## src/hw/rtl/ssa_pkg.sv

```systemverilog
package ssa_pkg;

   localparam int DIGIT_COUNT = 4;
   localparam int POS_WIDTH = $clog2(DIGIT_COUNT);
   localparam int VALUE_WIDTH = 24;
   localparam int SHOWN_WIDTH = 15;
   localparam int WRAPPED_WIDTH = 14;
   localparam int PAIR_WIDTH = 7;
   localparam int DIGIT_WIDTH = 4;
   localparam int CODE_WIDTH = 8;
   localparam int DWELL_WIDTH = 8;

   localparam logic KIND_LOAD = 1'b0;
   localparam logic KIND_TICK = 1'b1;

   localparam logic [POS_WIDTH-1:0] DOT_FIRST = 2'd0;
   localparam logic [POS_WIDTH-1:0] DOT_SECOND = 2'd1;
   localparam logic [POS_WIDTH-1:0] DOT_THIRD = 2'd2;
   localparam logic [POS_WIDTH-1:0] DOT_FOURTH = 2'd3;

   localparam logic [VALUE_WIDTH-1:0] LIMIT_THREE_DECIMALS = 24'd9900;
   localparam logic [VALUE_WIDTH-1:0] LIMIT_TWO_DECIMALS = 24'd99900;
   localparam logic [VALUE_WIDTH-1:0] LIMIT_ONE_DECIMAL = 24'd999900;

   // Reciprocals that give exact truncating quotients for any 32-bit dividend.
   localparam logic [31:0] RECIP_DIV10 = 32'hCCCCCCCD;
   localparam logic [31:0] RECIP_DIV100 = 32'h51EB851F;
   localparam logic [31:0] RECIP_DIV1000 = 32'h10624DD3;
   localparam int SHIFT_DIV10 = 35;
   localparam int SHIFT_DIV100 = 37;
   localparam int SHIFT_DIV1000 = 38;

   localparam logic [SHOWN_WIDTH-1:0] WRAP_LIMIT = 15'd10000;

   // Exact quotient by 100 for values below 10000.
   localparam logic [26:0] RECIP_PAIR = 27'd5243;
   localparam int SHIFT_PAIR = 19;
   localparam logic [WRAPPED_WIDTH-1:0] PAIR_BASE = 14'd100;

   // Exact quotient by 10 for values below 100.
   localparam logic [13:0] RECIP_TENS = 14'd103;
   localparam int SHIFT_TENS = 10;
   localparam logic [PAIR_WIDTH-1:0] TENS_BASE = 7'd10;

   localparam logic [CODE_WIDTH-1:0] CODE_BLANK = 8'hFF;
   localparam logic [CODE_WIDTH-1:0] DOT_CLEAR_MASK = 8'h7F;
   localparam logic [DWELL_WIDTH-1:0] DWELL_RESET = 8'd3;

   typedef struct packed {
      logic kind;
      logic [POS_WIDTH-1:0] dot;
      logic [SHOWN_WIDTH-1:0] shown;
   } scaled_type;

   typedef struct packed {
      logic kind;
      logic [POS_WIDTH-1:0] dot;
      logic [PAIR_WIDTH-1:0] high_pair;
      logic [PAIR_WIDTH-1:0] low_pair;
   } split_type;

   function automatic logic [CODE_WIDTH-1:0] glyph_code(input logic [DIGIT_WIDTH-1:0] digit);
      logic [CODE_WIDTH-1:0] code;
      case (digit)
         4'd0: code = 8'hC0;
         4'd1: code = 8'hF9;
         4'd2: code = 8'hA4;
         4'd3: code = 8'hB0;
         4'd4: code = 8'h99;
         4'd5: code = 8'h92;
         4'd6: code = 8'h82;
         4'd7: code = 8'hF8;
         4'd8: code = 8'h80;
         4'd9: code = 8'h90;
         default: code = CODE_BLANK;
      endcase
      return code;
   endfunction

endpackage

```

## src/hw/rtl/ssa_display.sv

```systemverilog
module ssa_display (
   input  logic clock,
   input  logic reset,
   input  logic in_valid,
   output logic in_ready,
   input  ssa_pkg::split_type in_data,
   input  logic csr_valid,
   output logic csr_ready,
   input  logic [7:0] csr_dwell_ticks,
   output logic rsp_valid,
   input  logic rsp_stall,
   output logic [7:0] rsp_segments,
   output logic [3:0] rsp_digit_enable
);
   import ssa_pkg::*;

   logic [DWELL_WIDTH-1:0] dwell_ticks_ff, dwell_ticks_in;
   logic [CODE_WIDTH-1:0] digit_codes_ff [DIGIT_COUNT];
   logic [CODE_WIDTH-1:0] digit_codes_in [DIGIT_COUNT];
   logic [POS_WIDTH-1:0] scan_ff, scan_in;
   logic [DWELL_WIDTH-1:0] dwell_count_ff, dwell_count_in;
   logic rsp_valid_ff, rsp_valid_in;
   logic [CODE_WIDTH-1:0] rsp_segments_ff, rsp_segments_in;
   logic [DIGIT_COUNT-1:0] rsp_digit_enable_ff, rsp_digit_enable_in;
   logic commit;
   logic [DWELL_WIDTH:0] dwell_next;
   logic tick_moves;
   logic [13:0] high_tens_product;
   logic [13:0] low_tens_product;
   logic [DIGIT_WIDTH-1:0] high_tens;
   logic [DIGIT_WIDTH-1:0] low_tens;
   logic [PAIR_WIDTH-1:0] high_units;
   logic [PAIR_WIDTH-1:0] low_units;
   logic [DIGIT_WIDTH-1:0] digits [DIGIT_COUNT];
   logic [CODE_WIDTH-1:0] new_codes [DIGIT_COUNT];

   assign in_ready = !rsp_valid_ff || !rsp_stall;
   assign commit = in_valid && in_ready;
   assign csr_ready = 1'b1;

   assign dwell_ticks_in = (csr_valid && csr_ready) ? csr_dwell_ticks : dwell_ticks_ff;

   assign high_tens_product = 14'(in_data.high_pair) * RECIP_TENS;
   assign low_tens_product = 14'(in_data.low_pair) * RECIP_TENS;
   assign high_tens = high_tens_product[SHIFT_TENS +: DIGIT_WIDTH];
   assign low_tens = low_tens_product[SHIFT_TENS +: DIGIT_WIDTH];
   assign high_units = in_data.high_pair - PAIR_WIDTH'(high_tens) * TENS_BASE;
   assign low_units = in_data.low_pair - PAIR_WIDTH'(low_tens) * TENS_BASE;

   always_comb begin
      digits[0] = high_tens;
      digits[1] = high_units[DIGIT_WIDTH-1:0];
      digits[2] = low_tens;
      digits[3] = low_units[DIGIT_WIDTH-1:0];
      for (int i = 0; i < DIGIT_COUNT; i++) begin
         new_codes[i] = glyph_code(digits[i]);
         if (in_data.dot == POS_WIDTH'(i)) begin
            new_codes[i] = new_codes[i] & DOT_CLEAR_MASK;
         end
      end
   end

   // A dwell of zero moves the scan on every tick, the same as a dwell of one.
   assign dwell_next = {1'b0, dwell_count_ff} + 1'b1;
   assign tick_moves = dwell_next >= {1'b0, dwell_ticks_ff};

   always_comb begin
      digit_codes_in = digit_codes_ff;
      scan_in = scan_ff;
      dwell_count_in = dwell_count_ff;
      if (commit) begin
         if (in_data.kind == KIND_LOAD) begin
            digit_codes_in = new_codes;
         end else if (tick_moves) begin
            dwell_count_in = '0;
            scan_in = scan_ff + 1'b1;
         end else begin
            dwell_count_in = dwell_next[DWELL_WIDTH-1:0];
         end
      end
   end

   always_comb begin
      rsp_valid_in = rsp_valid_ff;
      rsp_segments_in = rsp_segments_ff;
      rsp_digit_enable_in = rsp_digit_enable_ff;
      if (commit) begin
         rsp_valid_in = 1'b1;
         rsp_segments_in = digit_codes_in[scan_in];
         rsp_digit_enable_in = ~(DIGIT_COUNT'(1) << scan_in);
      end else if (!rsp_stall) begin
         rsp_valid_in = 1'b0;
      end
   end

   always_ff @(posedge clock) begin
      if (reset) begin
         dwell_ticks_ff <= DWELL_RESET;
         scan_ff <= '0;
         dwell_count_ff <= '0;
         rsp_valid_ff <= 1'b0;
         for (int i = 0; i < DIGIT_COUNT; i++) begin
            digit_codes_ff[i] <= CODE_BLANK;
         end
      end else begin
         dwell_ticks_ff <= dwell_ticks_in;
         scan_ff <= scan_in;
         dwell_count_ff <= dwell_count_in;
         rsp_valid_ff <= rsp_valid_in;
         digit_codes_ff <= digit_codes_in;
      end
   end

   always_ff @(posedge clock) begin
      rsp_segments_ff <= rsp_segments_in;
      rsp_digit_enable_ff <= rsp_digit_enable_in;
   end

   assign rsp_valid = rsp_valid_ff;
   assign rsp_segments = rsp_segments_ff;
   assign rsp_digit_enable = rsp_digit_enable_ff;

`ifndef SYNTHESIS
   a_select_one_hot: assert property (@(posedge clock) disable iff (reset)
      rsp_valid_ff |-> $onehot(~rsp_digit_enable_ff))
      else $error("Digit select is not one-hot low.");

   a_load_keeps_scan: assert property (@(posedge clock) disable iff (reset)
      (!reset && commit && in_data.kind == KIND_LOAD) |=>
         (scan_ff == $past(scan_ff) && dwell_count_ff == $past(dwell_count_ff)))
      else $error("A load transfer moved the scan.");

   a_tick_advances: assert property (@(posedge clock) disable iff (reset)
      (!reset && commit && in_data.kind == KIND_TICK && tick_moves) |=>
         (dwell_count_ff == '0 && scan_ff == POS_WIDTH'($past(scan_ff) + 1'b1)))
      else $error("The scan did not advance at the end of a dwell.");

   a_commit_shows: assert property (@(posedge clock) disable iff (reset)
      (!reset && commit) |=> rsp_valid_ff)
      else $error("A committed item produced no result.");
`endif

endmodule

```

## config.mk

```make
export PLATFORM = sky130hd
export DESIGN_NAME = ssa_display
export DESIGN_NICKNAME = d
export VERILOG_FILES = /design/src/hw/rtl/ssa_pkg.sv /design/src/hw/rtl/ssa_display.sv
export SDC_FILE = /design/constraint.sdc
export NUM_CORES = 1
export LEC_CHECK = 0
export BUFFER_PORTS_ARGS = -buffer_cell sky130_fd_sc_hd__buf_2
export CAP_MARGIN = 20
export CORE_MARGIN = 4
export CORE_UTILIZATION = 31
export DETAILED_ROUTE_END_ITERATION = 7
export GPL_TIMING_DRIVEN = 0
export PLACE_DENSITY = 0.58
export SLEW_MARGIN = 5
export SYNTH_ARGS = -nofsm -noshare
export SYNTH_HDL_FRONTEND = slang
export SYNTH_SLANG_ARGS = --single-unit
```

## constraint.sdc

```tcl
create_clock -name clock -period 9.05 [get_ports clock]
set_input_delay 0.905 -clock clock [delete_from_list [all_inputs] [get_ports clock]]
set_output_delay 0.905 -clock clock [all_outputs]
set_load 0.01 [all_outputs]
```

==> results.md <==
* Synth top area cells: ha_1 21%, dfxtp_1 17%, edfxtp_1 6.1%
* Adder-Cell Fraction of Synth Area at 26.9%
* Die area at 21300 um2
* Relative slew slack at 29.8%
* First-pass GRT wire length at 22700 um
* Mapped Area at 5890 um2
* Comb pwr share at 58.4%
* Drt pass-1 iters at 5
* Flops & latches, synth at 63
* Syn-to-layout area delta at 14.7%
* Post-CTS Resized at 0
* IO Pins at 45
* Antenna-violating nets left at 0
* Main combinational cell family by area after synthesis: adder cells
* Clock tree buffer depth at 2
* RSZ-0062 raised after global routing: false
* Simple-gate portion of the synthesized area at 15.1%
* Worst vdd ir at 0.117 mV
* # port buffers at 41
* Number of vias per cell at 5.09
* Post-synth EDFFs at 12
* Max-cap violations at 0
* Starting Density at 31.5%
* Post-synth top area share at 21.4%
* Outcome: finished, final reports clean
* CTS tree: yes
* H-Tree Depth at 3
* Cell taking the most area after synthesis: ha_1
* Synth Instances at 649
* Count of pins over their slew limit at 0
* Initial antenna violation count at 0
* Diodes inserted at 0
* Post-CTS Setup Inserts at 0
* Placed wire-length estimate at 10700 um
* Switching Fraction at 41.7%
* Die Ht at 146 um
* Routed len/inst at 14.2 um
* Fillers at 1939
* YS warnings at 0
* Clk root buf: clkbuf_16
* Dpl ws at 2.23 ns
* Reg-to-Reg Start: dwell_count_ff[0]$_SDFFE_PP0P_
* Total track usage at 12.7%
* Cell variety after synth at 88
* Setup crit end kind: flop
* Critical Path Start: in_data[0]
* TritonCTS Buffers at 9
* Post-synth top flop: dfxtp_1
* Reg area at 1380 um2
* HP Class: flop to flop
* CP required at 9.12 ns
* Placeable Area at 18700 um2
* Register area share after synthesis at 23.4%
* Crit path DAT at 6.55 ns
* Worst skew pair latency at 0.33 ns
* # hold bufs at CTS at 0
* CP startpoint kind: input pin
* DIE WIDTH at 146 um
* GP Congestion at 0.841
* Reg clk slew, reported paths at 0.05 ns
* Async SR Flop Fraction at 0%
* Share of cells above drive strength 1 at 12.9%
* Clock sinks at 63
* Gr ovfl total at 0
* Final setup vio count at 0
* Xor and xnor area share after synthesis at 5.35%
* Vias in the first global route at 4619
* Mean Syn Cell Area at 9.08 um2
* Post-synthesis mux area share at 3.59%
* Compound-Gate Fraction of Synth Area at 19.5%
* Fmax at 154 MHz
* Nets at 848
* Int Power at 1.07 mW
* P_leak at 3.09 nW
* # rows at 50
* Leading cell type in the layout, fill and taps excluded: ha_1
* Hold Violations, Final at 0
* Flop pwr share at 18.4%
* DR iter-0 viols at 251
* Setup Crit Path Kind: input pin to flop
* Total power at 1.83 mW
* Setup_tns at 0 ns
* Psw at 0.764 mW
* Slew @ Worst Pin at 1.05 ns
* HP Start: digit_codes_ff[4]$_SDFF_PP1_
* Final WS setup at 2.57 ns
* Final critical-path share of the clock period at 71.6%
* DRC errors left at 0
* Post-synth net total at 796
* Multi-input gate area at 4160 um2
* Pwr/cell area at 271 nW/um2
* CP Max Fanout at 10
* Skew final at 0.00373 ns
* Detailed Route WL at 13400 um
* DR vias at 4789
* Clock share of power at 23.2%
* Commonest cells after routing, fill and taps aside: 101 x ha_1, 56 x inv_1, 51 x dfxtp_1, 48 x nand2_1
* Fin crit period at 6.48 ns
* Pin count of the biggest net entering global routing at 16
metal layers:
layer,vias up,share of wire (%),GRT usage (%)
met5,-,0,0
met4,0,1.0,3.28
met3,15,2.9,1.59
met2,84,46,20.8
met1,2247,50,17.7
li1,2443,-,-
worst paths after layout:
check | endpoint | slack [ns] | depth (start not counted)
worst max register to register | rsp_segments[0]$_DFFE_PP_ | 4.76 | 11
worst min register to register | digit_codes_ff[4]$_SDFF_PP1_ | 0.46 | 2
worst min-delay path | digit_codes_ff[4]$_SDFF_PP1_ | 0.46 | 2
worst max-delay path | rsp_segments[2]$_DFFE_PP_ | 2.57 | 23
per-stage QoR:
stage / hold slack (ns) / cells / area, um2 / util, %
3_3_place_gp: 0.441 / 924 / 6390 / 34.2
3_5_place_dp: 0.451 / 924 / 6390 / 34.2
5_1_grt: 0.492 / 940 / 6760 / 36.1
4_1_cts: 0.464 / 940 / 6760 / 36.1
2_1_floorplan: 0.427 / 649 / 5890 / -
6_report: 0.463 / 940 / 6760 / 36.1
flip-flops by register name, indices dropped and copies added, names as in the netlist:
signal / count
rsp_segments: 8
scan_ff: 2
digit_codes_ff: 32
rsp_valid: 1
rsp_digit_enable: 4
dwell_ticks_ff: 8
dwell_count_ff: 8
worst max-delay path, cell delays in order:
cell	delay, ns
buf_2	0.15
ha_1	0.34
ha_1	0.29
inv_1	0.05
fa_1	0.47
fa_1	0.52
inv_1	0.05
ha_1	0.30
a21o_1	0.19
a221oi_2	0.31
a21boi_1	0.20
o21a_1	0.25
nor2_1	0.39
xnor2_1	0.12
ha_1	0.23
a211oi_1	0.24
o311ai_2	0.19
xor2_2	0.22
xnor2_2	0.19
buf_6	0.17
mux2i_1	0.12
mux4_2	0.51
o2bb2ai_1	0.15
cell type report:
cell class,count,area share (%)
Tap cell,234,4.33
Multi-Input combinational cell,506,61.5
Clock inverter,7,2.15
Buffer,23,2.07
Sequential cell,63,20.4
Clock buffer,9,3.33
Inverter,57,3.16
Timing Repair Buffer,41,3.04
Yosys cell counts (11+ instances only):
cell type  number
inv_1          56
xor2_1         12
a21oi_1        30
fa_1           16
nor2_1         42
nand2_1        48
nand3_1        11
dfxtp_1        51
mux2i_1        14
xnor2_1        14
edfxtp_1       12
nand2b_1       12
ha_1          101
clkbuf_1       14
o21ai_0        30
kinds of logic after synthesis:
| kind of cell | Yosys count |
|---|---|
| AO/OA/AOI/OAI | 162 |
| XOR/XNOR | 31 |
| adder cells (fa/ha/maj) | 117 |
| buffers and inverters | 80 |
| flip-flops | 63 |
| multiplexers | 18 |
| other | 1 |
| AND/OR/NAND/NOR | 177 |
power groups by stage:
stage | Combinational (mW) | Clock, mW | Sequential [mW]
finish | 1.07 | 0.426 | 0.337
global route | 1.20 | 0.444 | 0.340
detailed placement | 1.06 | 0 | 0.342
CTS | 1.07 | 0.430 | 0.337
global placement | 1.06 | 0 | 0.342
floorplan | 0.829 | 0 | 0.343
Note: power is estimated with default switching activity, not from simulation.
