$ cat src/hw/rtl/ssa_pkg.sv
package ssa_pkg;

   localparam int DIGIT_COUNT = 4;
   localparam int POS_WIDTH = $clog2(DIGIT_COUNT);
   localparam int VALUE_WIDTH = 24;
   localparam int SHOWN_WIDTH = 15;
   localparam int WRAPPED_WIDTH = 14;
   localparam int PAIR_WIDTH = 7;
   localparam int DIGIT_WIDTH = 4;
   localparam int CODE_WIDTH = 8;
   localparam int DWELL_WIDTH = 8;

   localparam logic KIND_LOAD = 1'b0;
   localparam logic KIND_TICK = 1'b1;

   localparam logic [POS_WIDTH-1:0] DOT_FIRST = 2'd0;
   localparam logic [POS_WIDTH-1:0] DOT_SECOND = 2'd1;
   localparam logic [POS_WIDTH-1:0] DOT_THIRD = 2'd2;
   localparam logic [POS_WIDTH-1:0] DOT_FOURTH = 2'd3;

   localparam logic [VALUE_WIDTH-1:0] LIMIT_THREE_DECIMALS = 24'd9900;
   localparam logic [VALUE_WIDTH-1:0] LIMIT_TWO_DECIMALS = 24'd99900;
   localparam logic [VALUE_WIDTH-1:0] LIMIT_ONE_DECIMAL = 24'd999900;

   // Reciprocals that give exact truncating quotients for any 32-bit dividend.
   localparam logic [31:0] RECIP_DIV10 = 32'hCCCCCCCD;
   localparam logic [31:0] RECIP_DIV100 = 32'h51EB851F;
   localparam logic [31:0] RECIP_DIV1000 = 32'h10624DD3;
   localparam int SHIFT_DIV10 = 35;
   localparam int SHIFT_DIV100 = 37;
   localparam int SHIFT_DIV1000 = 38;

   localparam logic [SHOWN_WIDTH-1:0] WRAP_LIMIT = 15'd10000;

   // Exact quotient by 100 for values below 10000.
   localparam logic [26:0] RECIP_PAIR = 27'd5243;
   localparam int SHIFT_PAIR = 19;
   localparam logic [WRAPPED_WIDTH-1:0] PAIR_BASE = 14'd100;

   // Exact quotient by 10 for values below 100.
   localparam logic [13:0] RECIP_TENS = 14'd103;
   localparam int SHIFT_TENS = 10;
   localparam logic [PAIR_WIDTH-1:0] TENS_BASE = 7'd10;

   localparam logic [CODE_WIDTH-1:0] CODE_BLANK = 8'hFF;
   localparam logic [CODE_WIDTH-1:0] DOT_CLEAR_MASK = 8'h7F;
   localparam logic [DWELL_WIDTH-1:0] DWELL_RESET = 8'd3;

   typedef struct packed {
      logic kind;
      logic [POS_WIDTH-1:0] dot;
      logic [SHOWN_WIDTH-1:0] shown;
   } scaled_type;

   typedef struct packed {
      logic kind;
      logic [POS_WIDTH-1:0] dot;
      logic [PAIR_WIDTH-1:0] high_pair;
      logic [PAIR_WIDTH-1:0] low_pair;
   } split_type;

   function automatic logic [CODE_WIDTH-1:0] glyph_code(input logic [DIGIT_WIDTH-1:0] digit);
      logic [CODE_WIDTH-1:0] code;
      case (digit)
         4'd0: code = 8'hC0;
         4'd1: code = 8'hF9;
         4'd2: code = 8'hA4;
         4'd3: code = 8'hB0;
         4'd4: code = 8'h99;
         4'd5: code = 8'h92;
         4'd6: code = 8'h82;
         4'd7: code = 8'hF8;
         4'd8: code = 8'h80;
         4'd9: code = 8'h90;
         default: code = CODE_BLANK;
      endcase
      return code;
   endfunction

endpackage

$ cat src/hw/rtl/ssa_scale.sv
module ssa_scale (
   input  logic clock,
   input  logic reset,
   input  logic in_valid,
   output logic in_stall,
   input  logic in_kind,
   input  logic [23:0] in_value,
   output logic out_valid,
   input  logic out_ready,
   output ssa_pkg::scaled_type out_data
);
   import ssa_pkg::*;

   logic a_valid_ff, a_valid_in;
   logic a_kind_ff, a_kind_in;
   logic [POS_WIDTH-1:0] a_dot_ff, a_dot_in;
   logic [VALUE_WIDTH-1:0] a_value_ff, a_value_in;
   logic b_valid_ff, b_valid_in;
   scaled_type b_data_ff, b_data_in;
   logic a_ready;
   logic b_ready;
   logic [POS_WIDTH-1:0] in_dot;
   logic [31:0] recip;
   logic [55:0] product;
   logic [SHOWN_WIDTH-1:0] shown;

   assign b_ready = !b_valid_ff || out_ready;
   assign a_ready = !a_valid_ff || b_ready;
   assign in_stall = !a_ready;

   always_comb begin
      if (in_value <= LIMIT_THREE_DECIMALS) begin
         in_dot = DOT_FIRST;
      end else if (in_value <= LIMIT_TWO_DECIMALS) begin
         in_dot = DOT_SECOND;
      end else if (in_value <= LIMIT_ONE_DECIMAL) begin
         in_dot = DOT_THIRD;
      end else begin
         in_dot = DOT_FOURTH;
      end
   end

   always_comb begin
      a_valid_in = a_ready ? in_valid : a_valid_ff;
      a_kind_in = a_kind_ff;
      a_dot_in = a_dot_ff;
      a_value_in = a_value_ff;
      if (a_ready && in_valid) begin
         a_kind_in = in_kind;
         a_dot_in = in_dot;
         a_value_in = in_value;
      end
   end

   always_comb begin
      case (a_dot_ff)
         DOT_SECOND: recip = RECIP_DIV10;
         DOT_THIRD: recip = RECIP_DIV100;
         default: recip = RECIP_DIV1000;
      endcase
   end

   assign product = {32'd0, a_value_ff} * {24'd0, recip};

   always_comb begin
      case (a_dot_ff)
         DOT_FIRST: shown = a_value_ff[SHOWN_WIDTH-1:0];
         DOT_SECOND: shown = product[SHIFT_DIV10 +: SHOWN_WIDTH];
         DOT_THIRD: shown = product[SHIFT_DIV100 +: SHOWN_WIDTH];
         default: shown = product[SHIFT_DIV1000 +: SHOWN_WIDTH];
      endcase
   end

   always_comb begin
      b_valid_in = b_ready ? a_valid_ff : b_valid_ff;
      b_data_in = b_data_ff;
      if (b_ready && a_valid_ff) begin
         b_data_in.kind = a_kind_ff;
         b_data_in.dot = a_dot_ff;
         b_data_in.shown = shown;
      end
   end

   always_ff @(posedge clock) begin
      if (reset) begin
         a_valid_ff <= 1'b0;
         b_valid_ff <= 1'b0;
      end else begin
         a_valid_ff <= a_valid_in;
         b_valid_ff <= b_valid_in;
      end
   end

   always_ff @(posedge clock) begin
      a_kind_ff <= a_kind_in;
      a_dot_ff <= a_dot_in;
      a_value_ff <= a_value_in;
      b_data_ff <= b_data_in;
   end

   assign out_valid = b_valid_ff;
   assign out_data = b_data_ff;

endmodule

$ cat config.mk
export PLATFORM = sky130hd
export DESIGN_NAME = ssa_scale
export DESIGN_NICKNAME = d
export VERILOG_FILES = /design/src/hw/rtl/ssa_pkg.sv /design/src/hw/rtl/ssa_scale.sv
export SDC_FILE = /design/constraint.sdc
export NUM_CORES = 1
export LEC_CHECK = 0
export BUFFER_PORTS_ARGS = -buffer_cell sky130_fd_sc_hd__buf_4
export CAP_MARGIN = 15
export CORE_UTILIZATION = 35
export DETAILED_ROUTE_END_ITERATION = 8
export PLACE_DENSITY_LB_ADDON = 0.08
export SLEW_MARGIN = 20
export SYNTH_ARGS = -nofsm -noshare
export SYNTH_HDL_FRONTEND = slang
export SYNTH_SLANG_ARGS = --single-unit
$ cat constraint.sdc
create_clock -name clock -period 11 [get_ports clock]
set_clock_uncertainty 0.1 [all_clocks]
set_input_delay 2.2 -clock clock [delete_from_list [all_inputs] [get_ports clock]]
set_output_delay 2.2 -clock clock [all_outputs]
set_load 0.1 [all_outputs]
==> results of run 1 <==
## cell type report
cell class / count / area, µm² / area share [%]
timing repair buffer: 57 / 427.9 / 1.895
inverter: 794 / 2980 / 13.20
multi-input combinational: 1298 / 16640 / 73.72
clock buffer: 6 / 128.9 / 0.5709
tap: 773 / 967.2 / 4.284
clock inverter: 2 / 37.54 / 0.1663
sequential: 47 / 1391 / 6.163
## path summary, 6_finish.rpt
check	from	to
worst max-delay path	a_dot_ff[1]$_SDFFCE_PP0P_	out_data[3]$_DFFE_PP_
worst min-delay path	a_kind_ff$_DFFE_PP_	out_data[17]$_DFFE_PP_
worst max register to register	a_dot_ff[1]$_SDFFCE_PP0P_	out_data[3]$_DFFE_PP_
worst min register to register	a_kind_ff$_DFFE_PP_	out_data[17]$_DFFE_PP_
## layout by cell type (no fill, tap or decap), types with 3 or more instances in the layout
cell type  netlist  routed
inv_1          793     793
fa_1           481     481
ha_1           318     318
nand2_1         79      79
buf_4            0      57
a21oi_1         54      54
and2_1          50      50
edfxtp_1        45      45
nor2_1          39      39
o21ai_0         28      28
nor2b_1         29      24
nand3_1         24      24
nand2b_1        19      19
xnor2_1         19      19
a21o_1          15      15
nand4_1         13      13
nor3_1          12      12
a221oi_1        12      12
xor2_1          11      11
o21bai_1         6       6
a211oi_1         6       6
and3_1           6       6
a31oi_1          6       6
nor2b_2          0       5
o211ai_1         5       5
nor4_1           5       5
clkbuf_16        0       5
a22oi_1          4       4
or3_1            3       3
o31ai_2          3       3
nor3b_1          3       3
a32oi_1          3       3
## state kept, by name, summed over array words and instances, names as in the netlist
signal and flops:
a_dot_ff 2, a_kind_ff 1, a_valid_ff 1, a_value_ff 24, out_data 18, out_valid 1
## worst max-delay path: cells and delay by family (launching register included)
kind	cells	cell delay, ns
flip-flops	1	0.46
adder cells (fa/ha/maj)	9	4.87
AO/OA/AOI/OAI	6	1.96
AND/OR/NAND/NOR	3	0.48
buffers and inverters	9	1.10
XOR/XNOR	1	0.25
## layer usage
layer / global-route usage (%) / wire length (µm) / up-vias
met5: 0 / 0 / -
met4: 3.970 / 1267 / 0
met3: 1.352 / 2502 / 65
met2: 38.89 / 31790 / 329
met1: 33.28 / 31360 / 7168
li1: - / - / 6497
## logic make-up after synthesis
family / count (synthesis)
simple gates: 297
mux: 2
compound gates: 170
fa+ha+maj: 799
buf+inv: 816
xor+xnor: 30
flops: 47
## metrics by stage
step / utilization, % / worst slack, ns
2_1_floorplan: - / 3.441
3_3_place_gp: 37.81 / 1.588
3_5_place_dp: 37.83 / 1.452
4_1_cts: 38.11 / 1.408
5_1_grt: 38.11 / 0.9920
6_report: 38.11 / 1.479
==> run summary, run 1 <==
Outcome -> finished, final reports clean
Crit path max fanout -> 23
Kind of critical path -> flop to flop
Critical path required time -> 10.93 ns
Startpoint types -> flop
Die height -> 247.5 µm
DP HPWL -> 60,370 µm
Max-cap violations -> 0
Syn Inst Count -> 2,161
Register clock-pin slew on the reported worst setup and hold paths -> 0.07 ns
FF-to-FF setup slack -> 1.48 ns
H-tree Lvls -> 2
CP max-delay cell -> ha_1
Worst hold path type -> flop to flop
Nets@finish -> 3,031
Area grow syn2layout -> 7.055%
Hold path cells -> 0
First-pass detailed-route iteration total -> 6
Setup TNS -> 0 ns
Hold WS -> 0.3324 ns
Mapped cell area -> 21,090 µm²
R2R depth -> 28
Top cells by count, synth -> 793 x inv_1, 481 x fa_1, 318 x ha_1, 79 x nand2_1, 54 x a21oi_1
Clk root buf -> clkbuf_16
Most frequent CP cell -> inv_1
Grt total ovfl -> 0
Simple-Gate Fraction of Synth Area -> 7.375%
Final GP Congestion -> 0.9149
Post-synthesis xor/xnor area fraction -> 1.246%
Post-synthesis mux area share -> 0.09493%
Async S/R FF share, synth -> 0%
Post-CTS Setup Inserts -> 0
Vias in the first global route -> 15,905
Vias -> 14,059
Post-Layout Cell Count -> 2,977
Worst-Margin Slew -> 1.083 ns
Main combinational cell family by area after synthesis -> adder cells
Yosys warnings -> 0
CTS Sinks -> 47
Placed cell count -> 2,969
Total core area -> 59,240 µm²
Initial antenna violation count -> 1
Yosys reg bits -> 47
Overall routing resource usage -> 23.16%
CP peak stage delay -> 0.87 ns
Fillers -> 6,098
Largest net degree at the start of global routing -> 32
Fmax achieved -> 105.0 MHz
Total wire length -> 66,920 µm
Initial DRC Count -> 823
Netlist cell types -> 66
IO Port Bufs -> 48
Final min period -> 9.521 ns
Post-synthesis sequential area ratio -> 6.598%
Max Slew Vio Count -> 0
Unrepaired setup endpoints after global routing -> false
# setup viols final -> 0
Die area -> 61,240 µm²
Most frequent cell after synthesis -> inv_1
# hold bufs at CTS -> 0
Final instance area -> 22,580 µm²
Die W -> 247.5 µm
Vias/cell -> 4.723
CTS Buf Count -> 5
Placed Area -> 22,410 µm²
WP data arrival -> 9.45 ns
CP Capture Type -> flop
Top cells by area, synth -> fa_1 46%, ha_1 19%, inv_1 14%
Period utilization -> 86.55%
DRC viols -> 0
First-pass GRT wire length -> 102,100 µm
Ports -> 49
Initial core utilization -> 35.60%
Cell taking the most area after synthesis -> fa_1
TritonCTS clock tree -> done
Synth Area in Adders -> 64.53%
Post-Synthesis Net Count -> 2,989
ANT cells -> 0
WL per Instance -> 22.48 µm
Post-DRT Antenna Nets -> 0
Final hold violation count -> 0
Relative slew margins -> 27.64%
Clock tree buffer depth -> 2
Compound-cell area share of the yosys netlist -> 5.613%
Share of the synthesized area in the top cell type -> 45.66%
Site row count -> 89
Fraction of layout cells with a size suffix above 1 -> 4.038%
Synthesized area per cell -> 9.758 µm²
Post-CTS sizing -> 0
Top FF cell, synth -> edfxtp_1
Worst skew pair latency -> 0.29 ns
Post-synth EDFFs -> 45
Power of run 1 is left out: the tool's default activity adds up to more than one toggle a clock period on the data nets, which glitch-free logic cannot reach.
==> run 2: changes to the inputs <==
ABC_AREA = 1   (was not set)
==> run summary, run 2 <==
CP Depth -> 29
Worst-Margin Slew -> 1.111 ns
Vias in the first global route -> 18,043
Yosys warnings -> 0
WL per Instance -> 21.88 µm
Crit path max-delay family -> adder cells
# hold bufs at CTS -> 0
Yosys reg bits -> 47
Fraction of layout cells with a size suffix above 1 -> 4.458%
Nets@finish -> 3,474
Most frequent CP cell -> inv_1
Initial core utilization -> 35.73%
Most common library cell in the layout ignoring fill and taps -> inv_1
TritonCTS clock tree -> done
CP max-delay cell -> ha_1
Max-cap violations -> 0
Outcome -> finished, final reports clean
Die height -> 253.9 µm
R2R depth -> 29
Period utilization -> 76.41%
# setup viols final -> 0
Post-synthesis sequential area ratio -> 6.263%
Die W -> 253.9 µm
Relative slew margins -> 25.69%
CP Capture Type -> flop
Initial DRC Count -> 970
Number of flip-flops in the largest register -> 24
Vias/cell -> 4.673
Crit path max fanout -> 14
Syn Inst Count -> 2,587
Site row count -> 91
CTS Sinks -> 47
First-pass detailed-route iteration total -> 5
Critical path required time -> 10.97 ns
Post-DRT Antenna Nets -> 0
Cell taking the most area after synthesis -> fa_1
Vias -> 16,279
Top cells by area, synth -> fa_1 43%, ha_1 18%, inv_1 16%
Top FF cell, synth -> edfxtp_1
DP HPWL -> 69,920 µm
Setup TNS -> 0 ns
CP peak stage delay -> 0.90 ns
Final min period -> 8.405 ns
Ports -> 49
Total wire length -> 76,250 µm
DRC viols -> 0
Hold path cells -> 0
Netlist cell types -> 41
Worst path buffer plus inverter count -> 10
Post-Synthesis Net Count -> 3,415
Total core area -> 62,170 µm²
H-tree Lvls -> 2
Async S/R FF share, synth -> 0%
Die area -> 64,480 µm²
Share of the synthesized area in the top cell type -> 43.35%
Worst hold path type -> flop to flop
Top cells by count, synth -> 941 x inv_1, 481 x fa_1, 318 x ha_1, 303 x nand2_1, 151 x nor2_1
Grt total ovfl -> 0
Kind of critical path -> flop to flop
Most frequent cell after synthesis -> inv_1
ANT cells -> 0
Fmax achieved -> 119.0 MHz
Post-synth EDFFs -> 45
Final GP Congestion -> 0.9746
WP data arrival -> 8.37 ns
Clk root buf -> clkbuf_16
Mapped cell area -> 22,220 µm²
Commonest non-fill, non-tap cells in the layout -> 940 x inv_1, 481 x fa_1, 317 x ha_1
Post-CTS sizing -> 0
Clock tree buffer depth -> 2
Overall routing resource usage -> 24.91%
Synthesized area per cell -> 8.587 µm²
CTS Buf Count -> 5
Max Slew Vio Count -> 0
Initial antenna violation count -> 0
Area grow syn2layout -> 7.536%
IO Port Bufs -> 48
Final hold violation count -> 0
Largest reg by FF count -> a_value_ff
Register clock-pin slew on the reported worst setup and hold paths -> 0.07 ns
Unrepaired setup endpoints after global routing -> false
First-pass GRT wire length -> 115,800 µm
Startpoint types -> flop
Largest net degree at the start of global routing -> 28
Worst skew pair latency -> 0.30 ns
Post-CTS Setup Inserts -> 0
run 2: changes by cell type after synthesis, moves of 16 or more:
cell / previous run / this run
nand2_1: 79 / 303
inv_1: 793 / 941
nor2_1: 39 / 151
and2_1: 50 / 1
nand3_1: 24 / 70
a21oi_1: 54 / 94
nor2b_1: 29 / 0
nand2b_1: 19 / 0
xnor2_1: 19 / 3
run 2: path summary, 6_finish.rpt:
check | slack [ns] | from | end
min reg2reg | 0.34 | a_kind_ff$_DFFE_PP_ | out_data[17]$_DFFE_PP_
max | 2.59 | a_dot_ff[0]$_SDFFCE_PP0P_ | out_data[14]$_DFFE_PP_
min | 0.34 | a_kind_ff$_DFFE_PP_ | out_data[17]$_DFFE_PP_
max reg2reg | 2.59 | a_dot_ff[0]$_SDFFCE_PP0P_ | out_data[14]$_DFFE_PP_
run 2: cell type report:
cell class              instances  area [µm²]
fillers                      6526       38280
flip-flops and latches         47        1391
multi-input cells            1578       17210
clock inverters                 3       47.55
repair buffers                 70       525.5
well taps                     837        1047
inverters                     944        3543
clock buffers                   5       125.1
run 2: through the flow:
step | setup slack (ns) | hold WS (ns) | instances | instance area, µm² | utilization [%]
6_report | 2.595 | 0.3353 | 3484 | 23890 | 38.43
5_1_grt | 2.212 | 0.3346 | 3484 | 23890 | 38.43
4_1_cts | 2.600 | 0.3362 | 3484 | 23890 | 38.43
3_5_place_dp | 2.660 | 0.3189 | 3476 | 23720 | 38.15
3_3_place_gp | 2.588 | 0.3043 | 3476 | 23720 | 38.15
2_1_floorplan | 3.671 | 0.3003 | 2587 | 22220 | -
run 2: cell families after synthesis:
group | after synthesis | share of synthesized area, %
AOI/OAI and AO/OA | 170 | 4.235
xor gates and xnor gates | 11 | 0.4337
and+or+nand+nor | 598 | 11.51
adders and majority gates | 799 | 61.26
DFF | 47 | 6.263
buffers and inverters | 962 | 16.30
run 2: per-layer routing:
metal / share of wire (%) / wire length, µm / vias to the layer above / global-route usage [%]
li1: - / - / 7635 / -
met1: 45 / 34410 / 8103 / 34.27
met2: 47 / 35980 / 410 / 41.57
met3: 3.9 / 2986 / 131 / 1.987
met4: 3.8 / 2871 / 0 / 7.694
met5: 0 / 0 / - / 0
Power of run 2 is left out for the same reason.
