## src/hw/rtl/ssa_pkg.sv

```systemverilog
package ssa_pkg;

   localparam int DIGIT_COUNT = 4;
   localparam int POS_WIDTH = $clog2(DIGIT_COUNT);
   localparam int VALUE_WIDTH = 24;
   localparam int SHOWN_WIDTH = 15;
   localparam int WRAPPED_WIDTH = 14;
   localparam int PAIR_WIDTH = 7;
   localparam int DIGIT_WIDTH = 4;
   localparam int CODE_WIDTH = 8;
   localparam int DWELL_WIDTH = 8;

   localparam logic KIND_LOAD = 1'b0;
   localparam logic KIND_TICK = 1'b1;

   localparam logic [POS_WIDTH-1:0] DOT_FIRST = 2'd0;
   localparam logic [POS_WIDTH-1:0] DOT_SECOND = 2'd1;
   localparam logic [POS_WIDTH-1:0] DOT_THIRD = 2'd2;
   localparam logic [POS_WIDTH-1:0] DOT_FOURTH = 2'd3;

   localparam logic [VALUE_WIDTH-1:0] LIMIT_THREE_DECIMALS = 24'd9900;
   localparam logic [VALUE_WIDTH-1:0] LIMIT_TWO_DECIMALS = 24'd99900;
   localparam logic [VALUE_WIDTH-1:0] LIMIT_ONE_DECIMAL = 24'd999900;

   // Reciprocals that give exact truncating quotients for any 32-bit dividend.
   localparam logic [31:0] RECIP_DIV10 = 32'hCCCCCCCD;
   localparam logic [31:0] RECIP_DIV100 = 32'h51EB851F;
   localparam logic [31:0] RECIP_DIV1000 = 32'h10624DD3;
   localparam int SHIFT_DIV10 = 35;
   localparam int SHIFT_DIV100 = 37;
   localparam int SHIFT_DIV1000 = 38;

   localparam logic [SHOWN_WIDTH-1:0] WRAP_LIMIT = 15'd10000;

   // Exact quotient by 100 for values below 10000.
   localparam logic [26:0] RECIP_PAIR = 27'd5243;
   localparam int SHIFT_PAIR = 19;
   localparam logic [WRAPPED_WIDTH-1:0] PAIR_BASE = 14'd100;

   // Exact quotient by 10 for values below 100.
   localparam logic [13:0] RECIP_TENS = 14'd103;
   localparam int SHIFT_TENS = 10;
   localparam logic [PAIR_WIDTH-1:0] TENS_BASE = 7'd10;

   localparam logic [CODE_WIDTH-1:0] CODE_BLANK = 8'hFF;
   localparam logic [CODE_WIDTH-1:0] DOT_CLEAR_MASK = 8'h7F;
   localparam logic [DWELL_WIDTH-1:0] DWELL_RESET = 8'd3;

   typedef struct packed {
      logic kind;
      logic [POS_WIDTH-1:0] dot;
      logic [SHOWN_WIDTH-1:0] shown;
   } scaled_type;

   typedef struct packed {
      logic kind;
      logic [POS_WIDTH-1:0] dot;
      logic [PAIR_WIDTH-1:0] high_pair;
      logic [PAIR_WIDTH-1:0] low_pair;
   } split_type;

   function automatic logic [CODE_WIDTH-1:0] glyph_code(input logic [DIGIT_WIDTH-1:0] digit);
      logic [CODE_WIDTH-1:0] code;
      case (digit)
         4'd0: code = 8'hC0;
         4'd1: code = 8'hF9;
         4'd2: code = 8'hA4;
         4'd3: code = 8'hB0;
         4'd4: code = 8'h99;
         4'd5: code = 8'h92;
         4'd6: code = 8'h82;
         4'd7: code = 8'hF8;
         4'd8: code = 8'h80;
         4'd9: code = 8'h90;
         default: code = CODE_BLANK;
      endcase
      return code;
   endfunction

endpackage

```

## src/hw/rtl/ssa_split.sv

```systemverilog
module ssa_split (
   input  logic clock,
   input  logic reset,
   input  logic in_valid,
   output logic in_ready,
   input  ssa_pkg::scaled_type in_data,
   output logic out_valid,
   input  logic out_ready,
   output ssa_pkg::split_type out_data
);
   import ssa_pkg::*;

   logic c_valid_ff, c_valid_in;
   logic c_kind_ff, c_kind_in;
   logic [POS_WIDTH-1:0] c_dot_ff, c_dot_in;
   logic [WRAPPED_WIDTH-1:0] c_wrapped_ff, c_wrapped_in;
   logic d_valid_ff, d_valid_in;
   split_type d_data_ff, d_data_in;
   logic d_ready;
   logic [SHOWN_WIDTH-1:0] wrapped_full;
   logic [26:0] pair_product;
   logic [PAIR_WIDTH-1:0] high_pair;
   logic [WRAPPED_WIDTH-1:0] low_full;

   assign d_ready = !d_valid_ff || out_ready;
   assign in_ready = !c_valid_ff || d_ready;

   // Values of 10000 and more keep only their low four decimal digits.
   assign wrapped_full = (in_data.shown >= WRAP_LIMIT) ? in_data.shown - WRAP_LIMIT
                                                       : in_data.shown;

   always_comb begin
      c_valid_in = in_ready ? in_valid : c_valid_ff;
      c_kind_in = c_kind_ff;
      c_dot_in = c_dot_ff;
      c_wrapped_in = c_wrapped_ff;
      if (in_ready && in_valid) begin
         c_kind_in = in_data.kind;
         c_dot_in = in_data.dot;
         c_wrapped_in = wrapped_full[WRAPPED_WIDTH-1:0];
      end
   end

   assign pair_product = 27'(c_wrapped_ff) * RECIP_PAIR;
   assign high_pair = pair_product[SHIFT_PAIR +: PAIR_WIDTH];
   assign low_full = c_wrapped_ff - WRAPPED_WIDTH'(high_pair) * PAIR_BASE;

   always_comb begin
      d_valid_in = d_ready ? c_valid_ff : d_valid_ff;
      d_data_in = d_data_ff;
      if (d_ready && c_valid_ff) begin
         d_data_in.kind = c_kind_ff;
         d_data_in.dot = c_dot_ff;
         d_data_in.high_pair = high_pair;
         d_data_in.low_pair = low_full[PAIR_WIDTH-1:0];
      end
   end

   always_ff @(posedge clock) begin
      if (reset) begin
         c_valid_ff <= 1'b0;
         d_valid_ff <= 1'b0;
      end else begin
         c_valid_ff <= c_valid_in;
         d_valid_ff <= d_valid_in;
      end
   end

   always_ff @(posedge clock) begin
      c_kind_ff <= c_kind_in;
      c_dot_ff <= c_dot_in;
      c_wrapped_ff <= c_wrapped_in;
      d_data_ff <= d_data_in;
   end

   assign out_valid = d_valid_ff;
   assign out_data = d_data_ff;

`ifndef SYNTHESIS
   a_wrapped_range: assert property (@(posedge clock) disable iff (reset)
      c_valid_ff |-> c_wrapped_ff < 14'd10000)
      else $error("Wrapped value is not below 10000.");

   a_pair_range: assert property (@(posedge clock) disable iff (reset)
      d_valid_ff |-> (d_data_ff.high_pair <= 7'd99 && d_data_ff.low_pair <= 7'd99))
      else $error("Digit pair is out of range.");
`endif

endmodule

```

## config.mk

```make
export PLATFORM = sky130hd
export DESIGN_NAME = ssa_split
export DESIGN_NICKNAME = d
export VERILOG_FILES = /design/src/hw/rtl/ssa_pkg.sv /design/src/hw/rtl/ssa_split.sv
export SDC_FILE = /design/constraint.sdc
export NUM_CORES = 1
export LEC_CHECK = 0
export BUFFER_PORTS_ARGS = -buffer_cell sky130_fd_sc_hd__buf_4
export CAP_MARGIN = 0
export CORE_ASPECT_RATIO = 1.75
export CORE_MARGIN = 2
export CORE_UTILIZATION = 30
export CTS_BUF_LIST = sky130_fd_sc_hd__clkbuf_2
export CTS_CLUSTER_SIZE = 14
export DETAILED_ROUTE_END_ITERATION = 8
export MAX_ROUTING_LAYER = met4
export PLACE_DENSITY = 0.51
export SYNTH_ARGS = -nofsm -noshare
export SYNTH_HDL_FRONTEND = slang
export SYNTH_SLANG_ARGS = --single-unit
```

## constraint.sdc

```tcl
create_clock -name clock -period 14.19 [get_ports clock]
set_clock_uncertainty 0.1 [all_clocks]
set_input_delay 1.419 -clock clock [delete_from_list [all_inputs] [get_ports clock]]
set_output_delay 1.419 -clock clock [all_outputs]
set_load 0.01 [all_outputs]
```

==> results of run 1 <==
## final cells by class
cell class	count	area, um^2
Antenna cell	1	2.50
Clock buffer	5	25.0
Clock inverter	3	42.5
Fill cell	1544	10400
Inverter	105	394
Multi-Input combinational cell	289	3350
Sequential cell	36	1060
Tap cell	189	236
Timing Repair Buffer	41	308
## metal layers
metal / track usage / vias to the layer above / part of all wire
met5: - / - / 0
met4: 0.0429 / 0 / 0.024
met1: 0.131 / 1598 / 0.32
met2: 0.302 / 53 / 0.64
met3: 0.0134 / 11 / 0.018
li1: - / 1513 / -
## cell usage after synthesis, types with 2 or more instances
cell type and instances:
a21o_1 5, edfxtp_1 34, a221oi_1 2, o211ai_1 2, o21ai_0 9, nand2_1 17, nor2_1 14, nor3_1 4
dfxtp_1 2, fa_1 63, ha_1 101, inv_1 105, xnor2_1 20, a21oi_1 16, nand3_1 4, nor4_1 2
o22ai_1 2, nor2b_1 2
## critical path, stage by stage (launching register included)
cell and delay (ps):
edfxtp_1 610, fa_1 520, ha_1 290, inv_1 50, fa_1 470, inv_1 50
fa_1 530, inv_1 50, fa_1 520, inv_1 40, ha_1 330, nand4_2 180
nor3_1 230, a221oi_1 130, o311ai_1 610, a21oi_1 180, xnor2_1 170, ha_1 280
inv_1 40, ha_1 290, a21oi_1 170, xnor2_1 180, xnor2_2 150, xnor3_1 310
## how the worst max path moves through the flow
stage / slack [ps] / depth (start not counted) / from / end
final: 7470 / 23 / c_wrapped_ff[11] / out_data[6]
after global routing: 7170 / 23 / c_wrapped_ff[11] / out_data[6]
after CTS: 7440 / 23 / c_wrapped_ff[11] / out_data[6]
after global placement: 7530 / 23 / c_wrapped_ff[11] / out_data[6]
after detailed placement: 7480 / 23 / c_wrapped_ff[10] / out_data[6]
after floorplan: 8050 / 23 / c_wrapped_ff[11] / out_data[6]
## metrics by stage
step	instances	hold WS (ps)	instance area, um^2
floorplan	430	300	4810
global placement	660	302	5350
detailed placement	660	307	5350
CTS	668	346	5420
global route	669	363	5420
finish	669	346	5420
## sequential cells by signal, summed over array words and instances, names as in the netlist
register	cells
out_data	17
c_valid_ff	1
c_kind_ff	1
c_wrapped_ff	14
c_dot_ff	2
out_valid	1
## kinds of logic (layout without fill, tap and decap cells)
family | count (synthesis) | after routing | share of synthesized area
buffers and inverters | 105 | 154 | 0.0820
XOR/XNOR | 24 | 24 | 0.0497
other | 0 | 1 | 0
flip-flops | 36 | 36 | 0.221
AND/OR/NAND/NOR | 51 | 51 | 0.0521
AO/OA/AOI/OAI | 50 | 50 | 0.0700
adder cells (fa/ha/maj) | 164 | 164 | 0.525
==> flow_metrics.env, run 1 <==
export IMPL_track_usage=0.144
export IMPL_syn_cell_area_um2=4810
export IMPL_first_iter_violations=81
export IMPL_start_util=0.304
export IMPL_synth_area_top_cells="ha_1 26%, fa_1 26%, edfxtp_1 21%"
export IMPL_hp_class="flop to flop"
export IMPL_mostFrequentLayoutCells="105 x inv_1, 101 x ha_1, 63 x fa_1"
export IMPL_cts_tree="built"
export IMPL_timing_rr_end="out_data[6]"
export IMPL_hold_path_startpoint="c_dot_ff[1]"
export IMPL_grt_ovfl_total=0
export IMPL_cts_hold_buf=0
export IMPL_rrSetupSlack_ps=7470
export IMPL_cp_required_ps=14260
export IMPL_rsz0062_at_grt="no"
export IMPL_design_die_area_um2=17100
export IMPL_cts_repair_resized=0
export IMPL_synthCells=430
export IMPL_layout_min_cycle_time_ps=6720
export IMPL_cap_violations=0
export IMPL_synth_edff_count=34
export IMPL_critPathMaxFanout=7
export IMPL_setup_tns_ps=0
export IMPL_hold_viol_final=0
export IMPL_path_clk_slew_ps=190
export IMPL_grt_pass1_vias=3530
export IMPL_avgSynthCellArea_um2=11.2
export IMPL_critPathLaunchType="flop"
export IMPL_worstReg2RegStart="c_wrapped_ff[11]"
export IMPL_ys_seq_area_frac=0.221
export IMPL_end_kind="flop"
export IMPL_synth_async_reset_ratio=0
export IMPL_yosysTopAreaCell="ha_1"
export IMPL_crit_type="flop to flop"
export IMPL_via_count=3175
export IMPL_fmaxAchievable_mhz=149
export IMPL_rr_worst_depth=23
export IMPL_min_path_cells=0
export IMPL_nets=664
export IMPL_yosysTopAreaCellShare=0.263
export IMPL_root_buffer="clkbuf_2"
export IMPL_routed_via_density=4.75
export IMPL_ant_nets=0
export IMPL_setup_slack_ps=7470
export IMPL_dp_hpwl_mm=10.3
export IMPL_place_ws_ps=7480
export IMPL_placement_io_buffers=40
export IMPL_io_pins=41
export IMPL_syn_num_nets=616
export IMPL_drive_above_1_share=0.123
export IMPL_tightest_slew_ps=835
export IMPL_drt_first_pass_iters=4
export IMPL_grt_pass1_wl_mm=17.8
export IMPL_fin_util=0.343
export IMPL_die_h_um=171
export IMPL_num_rows=61
export IMPL_drc=0
export IMPL_status="complete, no violations"
export IMPL_clk_latency_ps=410
export IMPL_antenna_found_initial=1
export IMPL_holdPathEnd="out_data[15]"
export IMPL_cts_root_to_sink_buffers=2
export IMPL_core_um2=15800
export IMPL_ys_ff_latch=36
export IMPL_clock_sinks=36
export IMPL_htreeDepth=2
export IMPL_setup_viol=0
export IMPL_synth_distinct_cells=44
export IMPL_chipWidth_um=99.7
export IMPL_final_period_utilization=0.474
export IMPL_cts_buffers=5
export IMPL_area_growth_pct=12.8
export IMPL_slew_violations=0
export IMPL_grt_max_degree=18
export IMPL_cp_arrival_ps=6800
export IMPL_post_cts_buffers=0
export IMPL_yosysWarnings=0
export IMPL_place_congestion=0.924
export IMPL_routedWlPerCell_um=17.0
export IMPL_final_common_cell="inv_1"
export IMPL_routed_wl_mm=11.4
export IMPL_relSlewSlack=0.443
export IMPL_synth_main_ff_cell="edfxtp_1"
Power of run 1 is left out: the tool's default activity adds up to more than one toggle a clock period on the data nets, which glitch-free logic cannot reach.
==> run 2, diff against run 1 <==
==> constraint.sdc (replaced) <==
create_clock -name clock -period 6.5 [get_ports clock]
set_clock_uncertainty 0.1 [all_clocks]
set_input_delay 0.65 -clock clock [delete_from_list [all_inputs] [get_ports clock]]
set_output_delay 0.65 -clock clock [all_outputs]
set_load 0.01 [all_outputs]
==> run 2 against run 1 <==
  * Die area is the same
  * Hold slack got worse by 38 ps
  * Sequential cell count unchanged
  * Via count grew 2.1%
  * Final cell count up 3.9%
  * Clock-buffer cell count increased by 1
  * First-iteration DRC count up 8.6%
  * Core utilization is 2.0 points higher
  * Maximum frequency increased by 8.3%
  * Worst setup slack worse by 7200 ps
  * Highest routed layer unchanged
==> flow_metrics.env, run 2 (same netlist as run 1, synthesis figures left out) <==
export IMPL_tightest_slew_ps=836
export IMPL_root_buffer="clkbuf_2"
export IMPL_cp_required_ps=6540
export IMPL_final_period_utilization=0.955
export IMPL_track_usage=0.146
export IMPL_cts_root_to_sink_buffers=2
export IMPL_rrSetupSlack_ps=290
export IMPL_min_path_cells=2
export IMPL_cts_tree="built"
export IMPL_slew_violations=0
export IMPL_final_common_cell="inv_1"
export IMPL_design_die_area_um2=17100
export IMPL_mostFrequentLayoutCells="104 x inv_1, 95 x ha_1, 68 x buf_4"
export IMPL_grt_pass1_wl_mm=18.3
export IMPL_crit_type="flop to flop"
export IMPL_hold_viol_final=0
export IMPL_place_congestion=0.908
export IMPL_dp_hpwl_mm=10.4
export IMPL_routedWlPerCell_um=16.7
export IMPL_largest_register_ff_count=17
export IMPL_chipWidth_um=99.7
export IMPL_drc=0
export IMPL_layout_min_cycle_time_ps=6210
export IMPL_grt_pass1_vias=3605
export IMPL_grt_ovfl_total=0
export IMPL_cap_violations=0
export IMPL_cts_hold_buf=0
export IMPL_die_h_um=171
export IMPL_worstReg2RegStart="c_wrapped_ff[12]"
export IMPL_antenna_found_initial=0
export IMPL_regArea_um2=1060
export IMPL_hold_path_startpoint="reset"
export IMPL_io_pins=41
export IMPL_placement_io_buffers=40
export IMPL_num_rows=61
export IMPL_ant_nets=0
export IMPL_critPathLaunchType="flop"
export IMPL_critPathMaxFanout=4
export IMPL_htreeDepth=2
export IMPL_status="complete, no violations"
export IMPL_start_util=0.304
export IMPL_setup_tns_ps=0
export IMPL_drt_first_pass_iters=4
export IMPL_grt_max_degree=18
export IMPL_relSlewSlack=0.443
export IMPL_cts_buffers=5
export IMPL_clk_latency_ps=370
export IMPL_via_count=3241
export IMPL_fin_util=0.363
export IMPL_hp_class="input port to flop"
export IMPL_core_um2=15800
export IMPL_fmaxAchievable_mhz=161
export IMPL_nets=691
export IMPL_cp_arrival_ps=6240
export IMPL_path_clk_slew_ps=180
export IMPL_rr_worst_depth=23
export IMPL_timing_rr_end="out_data[6]"
export IMPL_clock_sinks=36
export IMPL_setup_viol=0
export IMPL_routed_via_density=4.66
export IMPL_end_kind="flop"
export IMPL_first_iter_violations=88
export IMPL_nFillCells=1549
export IMPL_drive_above_1_share=0.198
export IMPL_multi_input_area_um2=3500
export IMPL_area_growth_pct=19.4
export IMPL_routed_wl_mm=11.6
export IMPL_insertedDiodeCount=0
export IMPL_holdPathEnd="c_valid_ff"
==> run 2: cell count changes in the layout (fill, tap and decap cells not counted), moves of 2 or more <==
| cell | before | now |
|---|---|---|
| clkinv_1 | 0 | 2 |
| fa_2 | 0 | 2 |
| fa_1 | 63 | 61 |
| a21oi_1 | 16 | 14 |
| ha_4 | 0 | 5 |
| a21oi_2 | 0 | 2 |
| ha_1 | 101 | 95 |
| buf_4 | 41 | 68 |
==> run 2: cell type report <==
type,count,share of cell area
Tap cell,189,0.0412
Multi-Input combinational cell,289,0.610
Timing Repair Buffer,68,0.0890
Inverter,105,0.0687
Clock buffer,6,0.00523
Sequential cell,36,0.185
Clock inverter,2,0.00131
==> run 2: worst max-delay path by stage <==
stage,cells after the start,slack [ps],end,start
4_1_cts,23,30,out_data[6],c_wrapped_ff[10]
2_1_floorplan,23,360,out_data[6],c_wrapped_ff[11]
3_5_place_dp,21,0.4,out_data[6],c_wrapped_ff[8]
6_report,23,290,out_data[6],c_wrapped_ff[12]
5_1_grt,23,-30,out_data[6],c_wrapped_ff[10]
3_3_place_gp,21,90,out_data[6],c_wrapped_ff[8]
==> run 2: critical path, stage by stage, from the launching register on <==
cell and delay, ps:
edfxtp_1 560, fa_1 520, ha_1 290, inv_1 50
fa_1 480, inv_1 60, fa_1 530, inv_1 60
fa_1 520, inv_1 70, ha_4 290, nand4_2 120
nor3_2 220, a221oi_2 100, o311ai_2 400, a21oi_1 140
xnor2_1 230, ha_1 260, inv_1 60, ha_1 250
a21oi_2 190, xnor2_2 150, xnor2_2 130, xnor3_1 220
==> run 2: timing repair <==
action / CTS / global route
pin swaps: 0 / 10
setup buffers: 5 / 11
resized for setup: 2 / 19
endpoints found under the setup margin: 1 / 1
==> run 2: routing by layer <==
| layer | GRT usage | wire (um) |
|---|---|---|
| met3 | 0.0118 | 161 |
| met4 | 0.0351 | 225 |
| met1 | 0.136 | 3900 |
| met2 | 0.310 | 7350 |
| met5 | - | 0 |
==> run 2: stage by stage <==
step                      instance area [um^2]  instances  hold slack (ps)  setup slack, ps
after CTS                                 5530        684              287             31.9
after global placement                    5430        671              301             89.7
after floorplan                           4810        430              300              362
after global routing                      5740        695              269            -27.3
final                                     5740        695              308              290
after detailed placement                  5430        671              306            0.368
Power of run 2 is left out for the same reason.
